<file path="config.mk">
export PLATFORM = sky130hd
export DESIGN_NAME = sev_skid
export DESIGN_NICKNAME = d
export VERILOG_FILES = /design/src/sv/sev_pkg.sv /design/src/sv/sev_skid.sv
export SDC_FILE = /design/constraint.sdc
export NUM_CORES = 1
export LEC_CHECK = 0
export BUFFER_PORTS_ARGS = -buffer_cell sky130_fd_sc_hd__buf_2
export CORE_MARGIN = 8
export CORE_UTILIZATION = 45
export CTS_CLUSTER_DIAMETER = 30
export DETAILED_ROUTE_END_ITERATION = 7
export GPL_TIMING_DRIVEN = 1
export PLACE_DENSITY = 0.66
export SYNTH_ARGS = -nofsm -noshare
export SYNTH_HDL_FRONTEND = slang
export SYNTH_SLANG_ARGS = --single-unit
export TNS_END_PERCENT = 50
</file>
<file path="constraint.sdc">
create_clock -name i_clk -period 6.2 [get_ports i_clk]
set_input_delay 1.24 -clock i_clk [delete_from_list [all_inputs] [get_ports i_clk]]
set_output_delay 1.24 -clock i_clk [all_outputs]
set_load 0.03 [all_outputs]
</file>
<file path="src/sv/sev_pkg.sv">
// Shared types and constants for the Smagorinsky eddy viscosity pipeline.
// Holds field widths, stage counts, register indexes and reset values.
// No dependencies; every other file of the block imports this package.
`default_nettype none

package sev_pkg;

    // Field widths of the stream payload and the register port.
    localparam int GRAD_W    = 32;
    localparam int SIZE_W    = 32;
    localparam int CFG_W     = 32;
    localparam int OUT_W     = 32;
    localparam int IN_W      = 9 * GRAD_W + SIZE_W;
    localparam int CFG_IDX_W = 2;

    // Internal datapath widths.
    // ACC_W is the saturated width of the product chain.
    // RAD_W holds the squared strain norm, NORM_W its square root.
    localparam int ACC_W  = 64;
    localparam int RAD_W  = 2 * GRAD_W + 2;
    localparam int NORM_W = 34;

    // Pipeline timing.
    localparam int STRAIN_LAT = 4;
    localparam int MUL_LAT    = 2;
    localparam int H_DLY      = 2 * MUL_LAT;
    localparam int ACC_DLY    = STRAIN_LAT + NORM_W - 4 * MUL_LAT;
    localparam int PIPE_DEPTH = STRAIN_LAT + NORM_W + MUL_LAT + 1;

    // Saturation limit of the result.
    localparam logic [OUT_W-1:0] OUT_MAX = '1;

    // Register indexes of the configuration port.
    typedef enum logic [CFG_IDX_W-1:0] {
        CFG_MOL_VISC   = 2'd0,
        CFG_DENSITY    = 2'd1,
        CFG_SMAG_COEFF = 2'd2
    } t_cfg_idx;

    // Register values after reset.
    localparam logic [CFG_W-1:0] RST_MOL_VISC   = 32'd0;
    localparam logic [CFG_W-1:0] RST_DENSITY    = 32'd65536;
    localparam logic [CFG_W-1:0] RST_SMAG_COEFF = 32'd11141;

    // Input item; the last member sits in the lowest bits of tdata.
    typedef struct packed {
        logic        [SIZE_W-1:0] elem_size;
        logic signed [GRAD_W-1:0] dwz_dz;
        logic signed [GRAD_W-1:0] dwz_dy;
        logic signed [GRAD_W-1:0] dwz_dx;
        logic signed [GRAD_W-1:0] dvy_dz;
        logic signed [GRAD_W-1:0] dvy_dy;
        logic signed [GRAD_W-1:0] dvy_dx;
        logic signed [GRAD_W-1:0] dux_dz;
        logic signed [GRAD_W-1:0] dux_dy;
        logic signed [GRAD_W-1:0] dux_dx;
    } t_in_item;

endpackage

`default_nettype wire

</file>
<file path="src/sv/sev_skid.sv">
// Output register with one skid entry between the pipeline and the result stream.
// The upstream ready comes from a register, so the pipeline stall is not
// a combinational path from the downstream ready. Depends on sev_pkg.
`default_nettype none

module sev_skid (
    input  logic                       i_clk,
    input  logic                       i_rst_n,
    input  logic                       i_valid,
    output logic                       o_ready,
    input  logic [sev_pkg::OUT_W-1:0]  i_data,
    output logic                       o_valid,
    input  logic                       i_ready,
    output logic [sev_pkg::OUT_W-1:0]  o_data
);
    import sev_pkg::*;

    logic             r_out_valid;
    logic [OUT_W-1:0] r_out_data;
    logic             r_sk_valid;
    logic [OUT_W-1:0] r_sk_data;

    assign o_ready = !r_sk_valid;

    // Control: the output register refills from the skid entry first.
    always_ff @(posedge i_clk) begin
        if (!i_rst_n) begin
            r_out_valid <= 1'b0;
            r_sk_valid  <= 1'b0;
        end else if (!r_out_valid || i_ready) begin
            r_out_valid <= r_sk_valid || i_valid;
            r_sk_valid  <= 1'b0;
        end else if (i_valid && !r_sk_valid) begin
            r_sk_valid  <= 1'b1;
        end
    end

    // Payload follows the same choices.
    always_ff @(posedge i_clk) begin
        if (!r_out_valid || i_ready) begin
            r_out_data <= r_sk_valid ? r_sk_data : i_data;
        end else if (i_valid && !r_sk_valid) begin
            r_sk_data  <= i_data;
        end
    end

    assign o_valid = r_out_valid;
    assign o_data  = r_out_data;

endmodule

`default_nettype wire

</file>
# After elaboration in Yosys (flattened, before gate mapping)
# Index checks and enable logic that the tools add are counted.
# W data, S select, Z words.
# totals
reg_bits	66
in_bits	36
output_inout_bits	34
elab_cells	14
# op_classes
mux	1
bitwise_logic	2
n_reduce_logical	7
# op_table
operator	count
$mux W32	1
$logic_not A1 Y1	2
$logic_or A1 B1 Y1	2
$not A1 Y1	2
$reduce_and A2 Y1	1
$reduce_or A2 Y1	1
$logic_and A1 B1 Y1	1

# Depth between registers and ports, before layout
# logic_depth
ltp_word	4
depth_mapped	4
mapped_depth_nobuf	2

# Least setup slack after synthesis
# OpenSTA, ideal clock, no wires.
# synth_timing
path_type	in2reg
start	input i_ready
end	register r_sk_data[0] (enable)
setup_time_ps	468
arrival_time_ps	4557
required_time_ps	5732
path_slack_ps	1175
cell_stages	2
path_buffers	0
path_cell_list	nand2b_1 > nor3b_1
# synth_between
elab_chain_cells	3
# synth_rtl
item	line	source
start, declared	sev_skid.sv:13	input logic i_ready,
$logic_or A1 B1 Y1	sev_skid.sv:40	if (!r_out_valid || i_ready) begin
$not A1 Y1 (no line)	--	
$reduce_and A2 Y1 (no line)	--	
end signal, assigned	sev_skid.sv:43	r_sk_data <= i_data;
end, declared	sev_skid.sv:21	logic [OUT_W-1:0] r_sk_data;
# No other way between the ends.
# A chain may end at the register's enable or synchronous reset.

# Worst setup path in the final report
# layout_timing
start	input i_ready
end	register r_sk_data[21] (enable)
# The elaborated chain is that of the path after synthesis.

==> results.md <==
* Worst Path Required at 6.22 ns
* Fin area at 3100 um2
* Antenna cells at 0
* CTS Buf Count at 9
* Mapped Cells at 108
* RD Place Congestion at 0.650
* Die width at 91.1 um
* Most frequent cell after synthesis: edfxtp_1
* Max incr delay on CP at 1.12 ns
* Area growth syn-to-layout at 22.2%
* Worst Hold Path EP: o_data[8]$_DFFE_PP_
* Vias in the first global route at 1378
* Post-route clock skew at 0.00794 ns
* Clock Power Share at 35.1%
* CP max-delay cell: nor3b_2
* Final Net Count at 221
* Vias per cell at 4.74
* Area contributors post-synth: edfxtp_1 76%, mux2_4 16%, buf_12 2.4%
* Internal power at 0.000732 W
* Yosys reg bits at 66
* Max Slew Vio Count at 0
* Slew margin rel. at 21.7%
* Slew at the pin closest to its max-slew limit at 1.17 ns
* Fmax at 291 MHz
* Setup TNS at 0 ns
* CTS sink cnt at 66
* PwrDens at 306 nW/um2
* HP Class: flop to flop
* Combinational share of power at 9.9%
* Crit-path cells: buf_2 -> nand2b_2 -> nor3b_2 -> buf_4
* Synth top area share at 75.7%
* Total power at 0.000949 W
* Setup WS pre-CTS at 2.28 ns
* Initial Utilization at 46.4%
* MaxCap Viol Count at 0
* CTS root buf: clkbuf_8
* CTS Buffer Depth at 2
* Most area-hungry cell type in the Yosys netlist: edfxtp_1
* Data arrival, critical path at 3.46 ns
* Period minus WS final at 3.44 ns
* Detailed Place HPWL at 3040 um
* Row count at 27
* GRT Util Overall at 11.1%
* Clock latency on the worst-skew pair at 0.33 ns
* GRT overflow at 0
* Hold_sp: r_sk_data[8]$_DFFE_PP_
* Antenna-violating nets left at 0
* CTS tree: built
* CP startpoint kind: input pin
* Number of flops mapped to enable cells by yosys at 64
* Worst-path clk slew at 0.07 ns
* Synth Area per Inst at 23.5 um2
* Hold path depth at 1
* Maximum fanout along the worst path at 35
* Seq/Total Area, Yosys at 77.3%
* Routed wire length at 4360 um
* Number of antenna violations at the first check in global routing at 0
* Residual DRC at 0
* Die area at 8300 um2
* RSZ-0062 raised after global routing: no
* DR WL/cell at 16.6 um
* Ports at 70
* Critical Path Stages at 4
* Post-synthesis cell type count at 12
* R2r endpoint: r_sk_data[21]$_DFFE_PP_
* Setup bufs post-CTS at 0
* Warnings, synthesis at 0
* Post-CTS Resized at 0
* Worst R2R Setup Slack at 3.54 ns
* Core area at 5470 um2
* Final hold viol count at 0
* Delay-heaviest family, CP: simple AND/OR/NAND/NOR gates
* First-pass GRT wire length at 7010 um
* Leakage power at 1.23 nW
* Commonest cells post-synth: 64 x edfxtp_1, 27 x mux2_4, 5 x mux2_2
* Crit. End Element: flop
* Placed cell area at 2920 um2
* Fill count at 447
* Period utilization at 55.4%
* Seq pwr share at 55.0%
* Post-synth top flop: edfxtp_1
* Status: finished, final reports clean
* Worst r2r src: o_valid$_SDFFE_PN0P_
* Synth Cell Area at 2540 um2
* Largest net degree at the start of global routing at 36
* Worst setup margin at 2.76 ns
* Net count after synthesis at 144
* H-tree depth at 3
* Sw frac at 22.8%
* Endpoints failing setup at 0
* Port-buffer cells at 69
* Initial DRC Count at 63
* Die Height at 91.1 um
* Worst path bufs/invs at 2
* Worst VDD drop at 0.171 mV
* Cells on worst reg2reg path at 3
* Crit path kind: input pin to flop
* Total number of vias at 1243
* Sw Pwr at 0.000217 W
* Final Util at 56.7%
* Hold Buf Count CTS at 0
* Post-synth ARST share at 0%
* Share of layout cells above drive strength 1 at 64.7%
* Drt pass-1 iters at 4
## power by group through the flow
stage | combinational [W] | clock, W | sequential (W)
2_1_floorplan | 0.0000281 | 0 | 0.000565
3_3_place_gp | 0.0000940 | 0 | 0.000532
3_5_place_dp | 0.0000956 | 0 | 0.000532
4_1_cts | 0.0000954 | 0.000345 | 0.000523
5_1_grt | 0.0000995 | 0.000368 | 0.000524
6_report | 0.0000936 | 0.000333 | 0.000522
## through the flow
stage	hold WS, ns	cells
after floorplan	0.523	108
after global placement	0.531	246
after detailed placement	0.534	246
after CTS	0.550	262
after global routing	0.559	262
final	0.548	262
## state kept, by name, summed over array words and instances (netlist names)
signal and flops:
o_valid 1, r_sk_valid 1, o_data 32, r_sk_data 32
## final cells by class
class,count,area (um2),area share (%)
sequential,66,1960,63.3
multi-input combinational,37,509,16.4
timing repair buffer,70,353,11.4
clock buffer,9,124,3.99
tap,72,90.1,2.90
clock inverter,7,60.1,1.94
inverter,1,3.75,0.121
## worst reg2reg max path, delay by kind of cell, from the launching register on
kind,cells,cell delay (ns)
buffers and inverters,1,0.41
and+or+nand+nor,2,1.61
DFF,1,0.34
## layer usage
metal | GRT usage, % | vias to the layer above | part of all wire (%)
li1 | - | 577 | -
met1 | 13.3 | 596 | 45
met2 | 15.2 | 61 | 42
met3 | 5.93 | 9 | 11
met4 | 6.96 | 0 | 2.3
met5 | 0 | - | 0
## how the worst max path moves through the flow
stage | end | from | slack (ns)
finish | r_sk_data[21]$_DFFE_PP_ | i_ready | 2.76
global route | r_sk_data[21]$_DFFE_PP_ | i_ready | 2.53
CTS | r_sk_data[21]$_DFFE_PP_ | i_ready | 2.68
detailed placement | r_sk_data[1]$_DFFE_PP_ | i_ready | 2.28
global placement | r_sk_data[20]$_DFFE_PP_ | i_ready | 2.43
floorplan | r_sk_data[0]$_DFFE_PP_ | i_ready | 1.18
## cells in the final DEF, fill, tap and decap left out
| master | instances |
|---|---|
| buf_2 | 69 |
| edfxtp_1 | 64 |
| mux2_4 | 27 |
| clkbuf_8 | 9 |
| clkinv_2 | 6 |
| mux2_2 | 5 |
| nor3b_2 | 2 |
| nand2b_2 | 1 |
| inv_1 | 1 |
| nor2_2 | 1 |
| a21boi_0 | 1 |
| bufinv_16 | 1 |
| dfxtp_1 | 1 |
| buf_4 | 1 |
| dfxtp_2 | 1 |
## kinds of logic after synthesis
logic type	Yosys count	share of synthesized area, %
buffers and inverters	5	2.96
multiplexers	32	18.2
flip-flops	66	77.3
AO/OA/AOI/OAI	1	0.296
AND/OR/NAND/NOR	4	1.28
Note: power is estimated with default switching activity, not from simulation.
